<file path="config.mk">
export PLATFORM = sky130hd
export DESIGN_NAME = windowed_frame_timing_monitor
export DESIGN_NICKNAME = d
export VERILOG_FILES = /design/src/rtl/ftm_pkg.sv /design/src/rtl/windowed_frame_timing_monitor.sv /design/src/rtl/ftm_window.sv /design/src/rtl/ftm_ser_mul.sv /design/src/rtl/ftm_ser_div.sv
export SDC_FILE = /design/constraint.sdc
export NUM_CORES = 2
export LEC_CHECK = 0
export ABC_AREA = 1
export BUFFER_PORTS_ARGS = -buffer_cell sky130_fd_sc_hd__clkbuf_2
export CAP_MARGIN = 30
export CORE_MARGIN = 1.5
export CORE_UTILIZATION = 57
export CTS_CLUSTER_SIZE = 28
export DETAILED_ROUTE_END_ITERATION = 7
export PLACE_DENSITY = 0.75
export SETUP_SLACK_MARGIN = 0.15
export SKIP_LAST_GASP = 1
export SYNTH_ARGS = -nofsm -noshare
export SYNTH_HDL_FRONTEND = slang
export SYNTH_SLANG_ARGS = --single-unit
</file>
<file path="constraint.sdc">
create_clock -name i_clk -period 12.05 [get_ports i_clk]
set_input_delay 0.6025 -clock i_clk [delete_from_list [all_inputs] [get_ports i_clk]]
set_output_delay 0.6025 -clock i_clk [all_outputs]
set_load 0.02 [all_outputs]
</file>
<file path="src/rtl/ftm_pkg.sv">
// ----------------------------------------------------------------------------
// ftm_pkg
// Shared types and constants of the windowed frame timing monitor.
// ----------------------------------------------------------------------------
package ftm_pkg;

    localparam int RES_W   = 32;
    localparam int DELTA_W = 32;
    localparam int CFG_W   = 32;
    localparam int CFG_IDX_W = 1;

    localparam logic [CFG_W-1:0] WINDOW_RESET = 32'd1000000;
    localparam logic [CFG_W-1:0] TPS_RESET    = 32'd1000000;

    localparam logic [CFG_IDX_W-1:0] CFG_WINDOW = 1'b0;
    localparam logic [CFG_IDX_W-1:0] CFG_TPS    = 1'b1;

    typedef enum logic [1:0] {
        KIND_BEGIN   = 2'd0,
        KIND_PAUSE   = 2'd1,
        KIND_UNPAUSE = 2'd2,
        KIND_FRAME   = 2'd3
    } t_kind;

    // which quotient the shared divider is working on
    localparam logic [1:0] SEL_FRAME = 2'd0;
    localparam logic [1:0] SEL_BUSY  = 2'd1;
    localparam logic [1:0] SEL_AVG   = 2'd2;

    typedef enum logic [4:0] {
        S_IDLE  = 5'b00001,
        S_CHECK = 5'b00010,
        S_MUL   = 5'b00100,
        S_DIV   = 5'b01000,
        S_WAIT  = 5'b10000
    } t_seq_state;

endpackage

</file>
<file path="src/rtl/windowed_frame_timing_monitor.sv">
// ----------------------------------------------------------------------------
// windowed_frame_timing_monitor
// Frame timing statistics over a wall-clock window: frame rate, busy-only
// rate, mean, best and worst busy time.
// ----------------------------------------------------------------------------
// Usage:
//  Input channel (i_in_valid / o_in_stall) takes one event per transaction:
//  kind, wall delta and busy delta. Output channel (o_out_valid / i_out_stall)
//  carries one statistics result when a frame end closes the window.
//  An event that publishes nothing is absorbed straight from idle; a counted
//  frame end also passes through the window check. A publishing frame end then
//  runs one bit-serial multiply and three bit-serial divisions on one shared
//  divider, and o_in_stall is high for the whole publish.
//  The result sits in an output register, so new events are taken while it
//  waits. A stalled receiver only holds up the next publish, which waits
//  with o_in_stall high until the output register is free.
//  Configuration: i_cfg_we writes window (index 0) or ticks per second
//  (index 1) from i_cfg_data; both reset to 1000000.
//  Synchronous reset puts the block in the paused, uninitialised state with
//  a cleared window and no result pending.
// ----------------------------------------------------------------------------
module windowed_frame_timing_monitor #(
    parameter int SUM_WIDTH   = 48,
    parameter int COUNT_WIDTH = 16
) (
    input  logic                           i_clk,
    input  logic                           i_rst_n,
    input  logic                           i_cfg_we,
    input  logic [ftm_pkg::CFG_IDX_W-1:0]  i_cfg_index,
    input  logic [ftm_pkg::CFG_W-1:0]      i_cfg_data,
    input  logic                           i_in_valid,
    output logic                           o_in_stall,
    input  logic [1:0]                     i_kind,
    input  logic [ftm_pkg::DELTA_W-1:0]    i_wall_delta,
    input  logic [ftm_pkg::DELTA_W-1:0]    i_busy_delta,
    output logic                           o_out_valid,
    input  logic                           i_out_stall,
    output logic [ftm_pkg::RES_W-1:0]      o_frame_rate,
    output logic [ftm_pkg::RES_W-1:0]      o_busy_rate,
    output logic [ftm_pkg::RES_W-1:0]      o_average_busy,
    output logic [ftm_pkg::RES_W-1:0]      o_best_busy,
    output logic [ftm_pkg::RES_W-1:0]      o_worst_busy
);
    import ftm_pkg::*;

    localparam int PROD_W = COUNT_WIDTH + CFG_W;
    localparam int DIV_W  = (PROD_W > SUM_WIDTH) ? PROD_W : SUM_WIDTH;

    t_seq_state r_state, n_state;
    logic [1:0] r_sel, n_sel;
    logic [CFG_W-1:0] r_window, r_tps;
    logic r_out_valid;
    logic [RES_W-1:0] r_frame_rate, r_busy_rate, r_avg;
    logic [RES_W-1:0] r_o_fr, r_o_br, r_o_avg, r_o_best, r_o_worst;

    t_kind w_kind;
    logic w_acc, w_counted, w_pub, w_clear, w_load;
    logic w_paused;
    logic [SUM_WIDTH-1:0]   w_elapsed, w_busy_sum;
    logic [COUNT_WIDTH-1:0] w_count;
    logic [RES_W-1:0]       w_min, w_max;

    logic               w_mul_start, w_mul_done;
    logic [PROD_W-1:0]  w_prod;
    logic               w_div_start, w_div_done;
    logic [1:0]         w_div_sel;
    logic [DIV_W-1:0]   w_div_n;
    logic [SUM_WIDTH-1:0] w_div_d;
    logic [RES_W-1:0]   w_div_q;

    assign w_kind    = t_kind'(i_kind);
    assign w_acc     = i_in_valid && !o_in_stall;
    assign w_counted = w_acc && (w_kind == KIND_FRAME) && !w_paused;
    assign w_pub     = w_elapsed > SUM_WIDTH'(r_window);
    assign w_load    = (r_state == S_WAIT) && (!r_out_valid || !i_out_stall);
    assign w_clear   = w_load;

    ftm_window #(
        .SUM_WIDTH   (SUM_WIDTH),
        .COUNT_WIDTH (COUNT_WIDTH)
    ) u_window (
        .i_clk         (i_clk),
        .i_rst_n       (i_rst_n),
        .i_acc         (w_acc),
        .i_kind        (w_kind),
        .i_wall_delta  (i_wall_delta),
        .i_busy_delta  (i_busy_delta),
        .i_clear       (w_clear),
        .o_paused      (w_paused),
        .o_elapsed_sum (w_elapsed),
        .o_busy_sum    (w_busy_sum),
        .o_frame_count (w_count),
        .o_min_busy    (w_min),
        .o_max_busy    (w_max)
    );

    assign w_mul_start = (r_state == S_CHECK) && w_pub;

    ftm_ser_mul #(
        .A_W (COUNT_WIDTH)
    ) u_mul (
        .i_clk   (i_clk),
        .i_rst_n (i_rst_n),
        .i_start (w_mul_start),
        .i_a     (w_count),
        .i_b     (r_tps),
        .o_done  (w_mul_done),
        .o_p     (w_prod)
    );

    // operands are chosen for the division about to start
    assign w_div_sel   = (r_state == S_MUL) ? SEL_FRAME : 2'(r_sel + 2'd1);
    assign w_div_start = ((r_state == S_MUL) && w_mul_done)
                      || ((r_state == S_DIV) && w_div_done && (r_sel != SEL_AVG));

    always_comb begin
        case (w_div_sel)
            SEL_FRAME: begin
                w_div_n = DIV_W'(w_prod);
                w_div_d = w_elapsed;
            end
            SEL_BUSY: begin
                w_div_n = DIV_W'(w_prod);
                w_div_d = w_busy_sum;
            end
            SEL_AVG: begin
                w_div_n = DIV_W'(w_busy_sum);
                w_div_d = SUM_WIDTH'(w_count);
            end
            default: begin
                w_div_n = '0;
                w_div_d = '0;
            end
        endcase
    end

    ftm_ser_div #(
        .N_W (DIV_W),
        .D_W (SUM_WIDTH)
    ) u_div (
        .i_clk   (i_clk),
        .i_rst_n (i_rst_n),
        .i_start (w_div_start),
        .i_n     (w_div_n),
        .i_d     (w_div_d),
        .o_done  (w_div_done),
        .o_q     (w_div_q)
    );

    always_comb begin
        n_state = r_state;
        n_sel   = r_sel;
        case (r_state)
            S_IDLE: begin
                if (w_counted) begin
                    n_state = S_CHECK;
                end
            end
            S_CHECK: begin
                n_state = w_pub ? S_MUL : S_IDLE;
            end
            S_MUL: begin
                if (w_mul_done) begin
                    n_state = S_DIV;
                    n_sel   = SEL_FRAME;
                end
            end
            S_DIV: begin
                if (w_div_done) begin
                    if (r_sel == SEL_AVG) begin
                        n_state = S_WAIT;
                    end else begin
                        n_sel = 2'(r_sel + 2'd1);
                    end
                end
            end
            S_WAIT: begin
                if (w_load) begin
                    n_state = S_IDLE;
                end
            end
            default: begin
                n_state = S_IDLE;
            end
        endcase
    end

    always_ff @(posedge i_clk) begin
        if (!i_rst_n) begin
            r_state     <= S_IDLE;
            r_sel       <= SEL_FRAME;
            r_window    <= WINDOW_RESET;
            r_tps       <= TPS_RESET;
            r_out_valid <= 1'b0;
        end else begin
            r_state <= n_state;
            r_sel   <= n_sel;
            if (i_cfg_we) begin
                case (i_cfg_index)
                    CFG_WINDOW: r_window <= i_cfg_data;
                    CFG_TPS:    r_tps    <= i_cfg_data;
                    default:    r_window <= r_window;
                endcase
            end
            if (w_load) begin
                r_out_valid <= 1'b1;
            end else if (!i_out_stall) begin
                r_out_valid <= 1'b0;
            end
        end
    end

    always_ff @(posedge i_clk) begin
        if ((r_state == S_DIV) && w_div_done) begin
            case (r_sel)
                SEL_FRAME: r_frame_rate <= w_div_q;
                SEL_BUSY:  r_busy_rate  <= w_div_q;
                SEL_AVG:   r_avg        <= w_div_q;
                default:   r_avg        <= r_avg;
            endcase
        end
        if (w_load) begin
            r_o_fr    <= r_frame_rate;
            r_o_br    <= r_busy_rate;
            r_o_avg   <= r_avg;
            r_o_best  <= w_min;
            r_o_worst <= w_max;
        end
    end

    assign o_in_stall     = (r_state != S_IDLE);
    assign o_out_valid    = r_out_valid;
    assign o_frame_rate   = r_o_fr;
    assign o_busy_rate    = r_o_br;
    assign o_average_busy = r_o_avg;
    assign o_best_busy    = r_o_best;
    assign o_worst_busy   = r_o_worst;

`ifndef SYNTH
    // window check only follows an accepted frame end
    a_check_after_frame: assert property (@(posedge i_clk) disable iff (!i_rst_n)
        (r_state == S_CHECK) |-> $past(i_in_valid && !o_in_stall && (i_kind == KIND_FRAME)))
        else $error("window check without a frame end transaction");

    // statistics run only once the window has been exceeded
    a_pub_needs_window: assert property (@(posedge i_clk) disable iff (!i_rst_n)
        ((r_state == S_MUL) && $past(r_state == S_CHECK)) |-> $past(w_pub))
        else $error("publish started inside the window");

    // a new result appears only at the end of the publish sequence
    a_result_from_wait: assert property (@(posedge i_clk) disable iff (!i_rst_n)
        $rose(r_out_valid) |-> $past(r_state == S_WAIT))
        else $error("result loaded outside the publish sequence");
`endif

endmodule

</file>
<file path="src/rtl/ftm_window.sv">
// ----------------------------------------------------------------------------
// ftm_window
// Window accumulators: saturating wall and busy sums, frame count,
// smallest and largest busy delta, pause and first-frame tracking.
// ----------------------------------------------------------------------------
module ftm_window #(
    parameter int SUM_WIDTH   = 48,
    parameter int COUNT_WIDTH = 16
) (
    input  logic                         i_clk,
    input  logic                         i_rst_n,
    input  logic                         i_acc,
    input  ftm_pkg::t_kind               i_kind,
    input  logic [ftm_pkg::DELTA_W-1:0]  i_wall_delta,
    input  logic [ftm_pkg::DELTA_W-1:0]  i_busy_delta,
    input  logic                         i_clear,
    output logic                         o_paused,
    output logic [SUM_WIDTH-1:0]         o_elapsed_sum,
    output logic [SUM_WIDTH-1:0]         o_busy_sum,
    output logic [COUNT_WIDTH-1:0]       o_frame_count,
    output logic [ftm_pkg::RES_W-1:0]    o_min_busy,
    output logic [ftm_pkg::RES_W-1:0]    o_max_busy
);
    import ftm_pkg::*;

    logic                   r_paused, n_paused;
    logic                   r_init, n_init;
    logic [SUM_WIDTH-1:0]   r_elapsed, n_elapsed;
    logic [SUM_WIDTH-1:0]   r_busy, n_busy;
    logic [COUNT_WIDTH-1:0] r_count, n_count;
    logic [RES_W-1:0]       r_min, n_min;
    logic [RES_W-1:0]       r_max, n_max;

    logic [SUM_WIDTH-1:0]   w_base_e, w_base_b;
    logic [COUNT_WIDTH-1:0] w_base_c;
    logic [RES_W-1:0]       w_base_mn, w_base_mx;
    logic [DELTA_W-1:0]     w_wall;

    function automatic logic [SUM_WIDTH-1:0] sat_add(input logic [SUM_WIDTH-1:0] a,
                                                      input logic [DELTA_W-1:0] b);
        logic [SUM_WIDTH:0] s;
        s = {1'b0, a} + (SUM_WIDTH+1)'(b);
        return s[SUM_WIDTH] ? '1 : s[SUM_WIDTH-1:0];
    endfunction

    always_comb begin
        n_paused  = r_paused;
        n_init    = r_init;
        n_elapsed = r_elapsed;
        n_busy    = r_busy;
        n_count   = r_count;
        n_min     = r_min;
        n_max     = r_max;

        // first frame end starts from a clean window and drops its wall delta
        w_base_e  = r_init ? r_elapsed : '0;
        w_base_b  = r_init ? r_busy : '0;
        w_base_c  = r_init ? r_count : '0;
        w_base_mn = r_init ? r_min : '1;
        w_base_mx = r_init ? r_max : '0;
        w_wall    = r_init ? i_wall_delta : '0;

        if (i_clear) begin
            n_elapsed = '0;
            n_busy    = '0;
            n_count   = '0;
            n_min     = '1;
            n_max     = '0;
        end else if (i_acc) begin
            case (i_kind)
                KIND_BEGIN, KIND_UNPAUSE: begin
                    n_paused = 1'b0;
                end
                KIND_PAUSE: begin
                    if (!r_paused) begin
                        n_elapsed = sat_add(r_elapsed, i_wall_delta);
                        n_busy    = sat_add(r_busy, i_busy_delta);
                        n_paused  = 1'b1;
                    end
                end
                KIND_FRAME: begin
                    if (!r_paused) begin
                        n_init    = 1'b1;
                        n_elapsed = sat_add(w_base_e, w_wall);
                        n_busy    = sat_add(w_base_b, i_busy_delta);
                        n_min     = (i_busy_delta < w_base_mn) ? i_busy_delta : w_base_mn;
                        n_max     = (i_busy_delta > w_base_mx) ? i_busy_delta : w_base_mx;
                        n_count   = (&w_base_c) ? w_base_c
                                                : COUNT_WIDTH'(w_base_c + 1'b1);
                    end
                end
                default: begin
                    n_paused = r_paused;
                end
            endcase
        end
    end

    always_ff @(posedge i_clk) begin
        if (!i_rst_n) begin
            r_paused  <= 1'b1;
            r_init    <= 1'b0;
            r_elapsed <= '0;
            r_busy    <= '0;
            r_count   <= '0;
            r_min     <= '1;
            r_max     <= '0;
        end else begin
            r_paused  <= n_paused;
            r_init    <= n_init;
            r_elapsed <= n_elapsed;
            r_busy    <= n_busy;
            r_count   <= n_count;
            r_min     <= n_min;
            r_max     <= n_max;
        end
    end

    assign o_paused      = r_paused;
    assign o_elapsed_sum = r_elapsed;
    assign o_busy_sum    = r_busy;
    assign o_frame_count = r_count;
    assign o_min_busy    = r_min;
    assign o_max_busy    = r_max;

endmodule

</file>
<file path="src/rtl/ftm_ser_mul.sv">
// ----------------------------------------------------------------------------
// ftm_ser_mul
// Bit-serial shift-and-add multiplier, one multiplier bit per cycle,
// most significant bit first.
// ----------------------------------------------------------------------------
module ftm_ser_mul #(
    parameter int A_W = 16
) (
    input  logic                          i_clk,
    input  logic                          i_rst_n,
    input  logic                          i_start,
    input  logic [A_W-1:0]                i_a,
    input  logic [ftm_pkg::CFG_W-1:0]     i_b,
    output logic                          o_done,
    output logic [A_W+ftm_pkg::CFG_W-1:0] o_p
);
    import ftm_pkg::*;

    localparam int P_W   = A_W + CFG_W;
    localparam int CNT_W = $clog2(A_W);

    logic             r_busy, r_done;
    logic [CNT_W-1:0] r_cnt;
    logic [A_W-1:0]   r_a;
    logic [CFG_W-1:0] r_b;
    logic [P_W-1:0]   r_acc;
    logic [P_W-1:0]   w_acc_nxt;

    assign w_acc_nxt = {r_acc[P_W-2:0], 1'b0} + (r_a[A_W-1] ? P_W'(r_b) : '0);

    always_ff @(posedge i_clk) begin
        if (!i_rst_n) begin
            r_busy <= 1'b0;
            r_done <= 1'b0;
            r_cnt  <= '0;
        end else begin
            r_done <= 1'b0;
            if (i_start) begin
                r_busy <= 1'b1;
                r_cnt  <= '0;
            end else if (r_busy) begin
                r_cnt <= CNT_W'(r_cnt + 1'b1);
                if (r_cnt == CNT_W'(A_W - 1)) begin
                    r_busy <= 1'b0;
                    r_done <= 1'b1;
                end
            end
        end
    end

    always_ff @(posedge i_clk) begin
        if (i_start) begin
            r_a   <= i_a;
            r_b   <= i_b;
            r_acc <= '0;
        end else if (r_busy) begin
            r_a   <= {r_a[A_W-2:0], 1'b0};
            r_acc <= w_acc_nxt;
        end
    end

    assign o_done = r_done;
    assign o_p    = r_acc;

endmodule

</file>
<file path="src/rtl/ftm_ser_div.sv">
// ----------------------------------------------------------------------------
// ftm_ser_div
// Bit-serial restoring divider, one quotient bit per cycle, with
// round-half-up, 32-bit saturation and zero result on a zero divisor.
// ----------------------------------------------------------------------------
module ftm_ser_div #(
    parameter int N_W = 48,
    parameter int D_W = 48
) (
    input  logic                       i_clk,
    input  logic                       i_rst_n,
    input  logic                       i_start,
    input  logic [N_W-1:0]             i_n,
    input  logic [D_W-1:0]             i_d,
    output logic                       o_done,
    output logic [ftm_pkg::RES_W-1:0]  o_q
);
    import ftm_pkg::*;

    localparam int CNT_W = $clog2(N_W);

    logic             r_busy, r_done;
    logic [CNT_W-1:0] r_cnt;
    logic [N_W-1:0]   r_n;     // dividend shifts out, quotient shifts in
    logic [D_W-1:0]   r_rem;
    logic [D_W-1:0]   r_d;

    logic [D_W:0]     w_rem_sh, w_diff;
    logic             w_ge;
    logic             w_inc, w_sat;
    logic [RES_W-1:0] w_lo;

    assign w_rem_sh = {r_rem, r_n[N_W-1]};
    assign w_ge     = w_rem_sh >= {1'b0, r_d};
    assign w_diff   = w_rem_sh - {1'b0, r_d};

    always_ff @(posedge i_clk) begin
        if (!i_rst_n) begin
            r_busy <= 1'b0;
            r_done <= 1'b0;
            r_cnt  <= '0;
        end else begin
            r_done <= 1'b0;
            if (i_start) begin
                r_busy <= 1'b1;
                r_cnt  <= '0;
            end else if (r_busy) begin
                r_cnt <= CNT_W'(r_cnt + 1'b1);
                if (r_cnt == CNT_W'(N_W - 1)) begin
                    r_busy <= 1'b0;
                    r_done <= 1'b1;
                end
            end
        end
    end

    always_ff @(posedge i_clk) begin
        if (i_start) begin
            r_n   <= i_n;
            r_d   <= i_d;
            r_rem <= '0;
        end else if (r_busy) begin
            r_n   <= {r_n[N_W-2:0], w_ge};
            r_rem <= w_ge ? w_diff[D_W-1:0] : w_rem_sh[D_W-1:0];
        end
    end

    // round up when twice the remainder reaches the divisor
    assign w_inc = {r_rem, 1'b0} >= {1'b0, r_d};
    assign w_lo  = r_n[RES_W-1:0];
    assign w_sat = (|r_n[N_W-1:RES_W]) || (w_inc && (&w_lo));

    always_comb begin
        if (r_d == '0) begin
            o_q = '0;
        end else if (w_sat) begin
            o_q = '1;
        end else begin
            o_q = RES_W'(w_lo + RES_W'(w_inc));
        end
    end

    assign o_done = r_done;

endmodule

</file>
==> results.md <==
| Metric | Reported |
|:---|:---|
| Total number of yosys warnings | 0 |
| Die width | 309.9 µm |
| #FFs+latches synth | 760 |
| GP Congestion | 1.117 |
| Cells along the critical path | buf_4, buf_4, nand2_1, inv_1, ha_1, nand2_1, inv_1, a21oi_1, nor2_1, nor2_1, nand2_1, nand3_1, nand2_1, nor2_4, buf_4, nand3_1, nand3_1, a21oi_1 |
| Met3 demand-to-capacity share in global routing | 9.147% |
| Family of cells with the greatest summed delay on the critical path | buffers and inverters |
| Fmax | 0.1964 GHz |
| Final-stage net count | 8589 |
| Total wire length | 202300 µm |
| Max Root-Sink Buffers | 3 |
| Max stage delay cell, worst path | buf_4 |
| Compound-gate portion of the synthesized area | 9.791% |
| TritonCTS buffer count | 83 |
| Clock-pin slew reported for the worst setup and hold paths after clock tree synthesis | 60 ps |
| Global-route usage over all layers | 41.10% |
| Class of the tightest hold or removal check | input pin to flip-flop |
| Top post-synthesis cells by area | edfxtp_1 22%, nand2_1 17%, dfxtp_1 13% |
| Outcome | complete, but fails checks |
| Global routing usage on met1 | 53.05% |
| Final critical path time including I/O delays and setup | 5092 ps |
| Count of buffers added by post-CTS timing repair for setup | 0 |
| Pwr per Cell Area | 123.7 nW/µm² |
| Critical path endpoint category | flip-flop |
| Simple-Gate Fraction of Synth Area | 32.81% |
| Synth Area in XOR/XNOR | 2.936% |
| Buffers and inverters on the worst path | 5 |
| Global-route wire length before repair | 298300 µm |
| CTS Sinks | 760 |
| Peak fanout along the critical path | 84 |
| Post-Syn Instances | 7992 |
| Final clock period utilization by the worst path | 42.26% |
| MaxCap Viol Count | 0 |
| Post-cts resize count | 0 |
| Detailed-route via count | 54933 |
| Total iterations of the first detailed-routing run | 8 |
| Y dimension of the die | 309.9 µm |
| Die Area | 96050 µm² |
| Total standard cell area after synthesis | 53700 µm² |
| Worst Skew | 43.48 ps |
| Busiest grt layer | met2 |
| Leading area contributor after synthesis | edfxtp_1 |
| Slew of the pin with the lowest slew margin | 1065 ps |
| Setup TNS after final layout | 0 ps |
| Most Frequent Cell on Critical Path | nand2_1 |
| Library cells used by synthesis | 52 |
| Total of endpoints with negative setup slack in the final report | 0 |
| GR Overflow Total | 0 |
| Kind of start point of the critical path | flip-flop |
| Max VDD drop | 0.1062 mV |
| Core Footprint | 93330 µm² |
| Clock insertion delay at the later pin of the skew report | 690 ps |
| Post-synthesis average cell area | 6.719 µm² |
| Final ANT Viol Nets | 0 |
| Final Hold Viols | 0 |
| Area added between synthesis and finish | 10.02% |
| Multiplexer fraction of the synthesized cell area | 0% |
| Final-report max-slew violation count | 0 |
| Commonest cells post-synth | 2480 x nand2_1, 1296 x inv_1, 724 x nor2_1, 642 x nand3_1, 465 x a21oi_1 |
| Hold WS | 150.9 ps |
| Cell at the root of the clock tree | clkbuf_16 |
| EDFF count, synth | 400 |
| HPWL after detailed placement | 158400 µm |
| Async S/R FF share, synth | 0% |
| Clock tree from TritonCTS | built |
| Data required time at the worst endpoint | 12590 ps |
| RSZ-0062 raised after global routing | no |
| Met2 track demand over resource | 63.15% |
| Cell Rows | 112 |
| Endpoint arrival time on the critical path | 5630 ps |
| Sequential element share of the synthesized area | 35.79% |
| Fraction of final layout cells sized beyond drive strength 1 | 6.727% |
| Adder and majority gate portion of the synthesized area | 7.471% |
| Initial Utilization | 57.53% |
| Post-synth top flop | edfxtp_1 |
| DRC violations left | 3 |
| Nets in the synthesized netlist | 8413 |
| Hold buffer count at cts | 0 |
| Number of DRC markers in iteration 0 | 6880 |
| Count leader, synth | nand2_1 |
| H-tree depth | 3 |
| Worst slew margin | 29.02% |
| Power consumption | 7306 µW |
| Via-per-instance ratio | 5.781 |
| Average wire per cell in the routed design | 21.29 µm |
| Dominant combinational cell family by area after synthesis | simple AND/OR/NAND/NOR gates |
| Delay of the slowest cell on the worst path | 810 ps |
| Kind of critical path | flip-flop to flip-flop |
| Fillers | 8715 |
| Static leakage | 0.02842 µW |
| Share of the core filled with cells in the final layout | 63.30% |
| Top-Level Pins | 266 |
| Count of input and output buffers | 265 |
| Number of antenna violations at the first check in global routing | 12 |
| Fraction of synthesized cell area taken by the top area cell type | 22.37% |
| Violated checks | DRC |
| Number of global-route vias before repair | 50685 |
| Pin count of the biggest net entering global routing | 162 |
[where the power goes]
part	internal, µW	leakage [µW]	total [µW]	switching, µW
Sequential	2850	0.00670	3060	209
Clock	1510	0.00136	2670	1160
Combinational	474	0.0204	1580	1100
Total	4840	0.0284	7310	2470
[cell usage in the layout (no fill, tap or decap), types with 17 or more instances in the layout]
cell and n:
nor2_2 22, o22ai_1 48, o211ai_1 25, ha_1 311
nor4_1 26, nor2_1 716, nand3_1 642, dfxtp_1 358
nor3_1 71, o21ai_0 353, a21oi_1 463, nand2_2 17
nand2_1 2479, buf_4 39, xnor2_1 120, inv_1 1294
clkbuf_16 84, o21a_1 17, edfxtp_1 400, nand4_1 145
nand3b_1 36, xor2_1 60, clkbuf_2 265
[layer usage]
layer | wire (µm) | up-vias | part of all wire, %
li1 | - | 26068 | -
met1 | 79200 | 25252 | 39
met2 | 87020 | 3014 | 43
met3 | 22640 | 591 | 11
met4 | 13330 | 8 | 6.6
met5 | 110 | - | 0.054
[final cells by class]
cell class	instances	area, µm²	area share (%)
Antenna cell	13	32.53	0.05507
Clock buffer	106	2245	3.800
Clock inverter	47	589.3	0.9975
Inverter	1313	4931	8.347
Multi-Input combinational cell	5689	28560	48.34
Sequential cell	760	19220	32.54
Tap cell	1254	1569	2.656
Timing Repair Buffer	321	1927	3.262
[through the flow]
step | setup WS [ps] | instance area [µm²] | std cells
6_report | 6958 | 59080 | 9503
3_3_place_gp | 7197 | 55920 | 9321
4_1_cts | 7059 | 59000 | 9488
5_1_grt | 6637 | 59040 | 9490
2_1_floorplan | 1506 | 53700 | 7992
3_5_place_dp | 7109 | 56160 | 9335
[registers in the layout, summed over array words and instances, names as in the netlist, 48 cells and up]
signal                  cells
u_div.r_d                  48
u_div.r_rem                48
u_mul.o_p                  48
u_div.r_n                  48
u_window.o_elapsed_sum     48
u_window.o_busy_sum        48
[worst register-to-register path, delay by kind of cell, from the launching register on]
kind                       cells  cell delay, ps
DFF                            1             610
adders and majority gates      1             270
AOI/OAI and AO/OA              2             280
and+or+nand+nor               10            1650
buffers and inverters          5            2130
[cell families (layout without fill, tap and decap cells)]
logic type      Yosys count  count (layout)
other cells               0              13
buf+inv                1543            1787
compound gates          981             981
simple gates           4211            4211
xor+xnor                180             180
fa+ha+maj               317             317
flops                   760             760
[worst paths after layout]
| kind | cells past startpoint | to | slack (ps) | from |
|---|---|---|---|---|
| hold reg to reg | 0 | o_frame_rate[19] | 410 | r_frame_rate[19] |
| hold / removal | 2 | u_window.o_paused | 150 | i_kind[1] |
| setup reg to reg | 18 | u_window.o_elapsed_sum[44] | 6960 | u_window.r_init |
| setup / recovery | 18 | u_window.o_elapsed_sum[44] | 6960 | u_window.r_init |
Power figures use the tool's default switching activity.
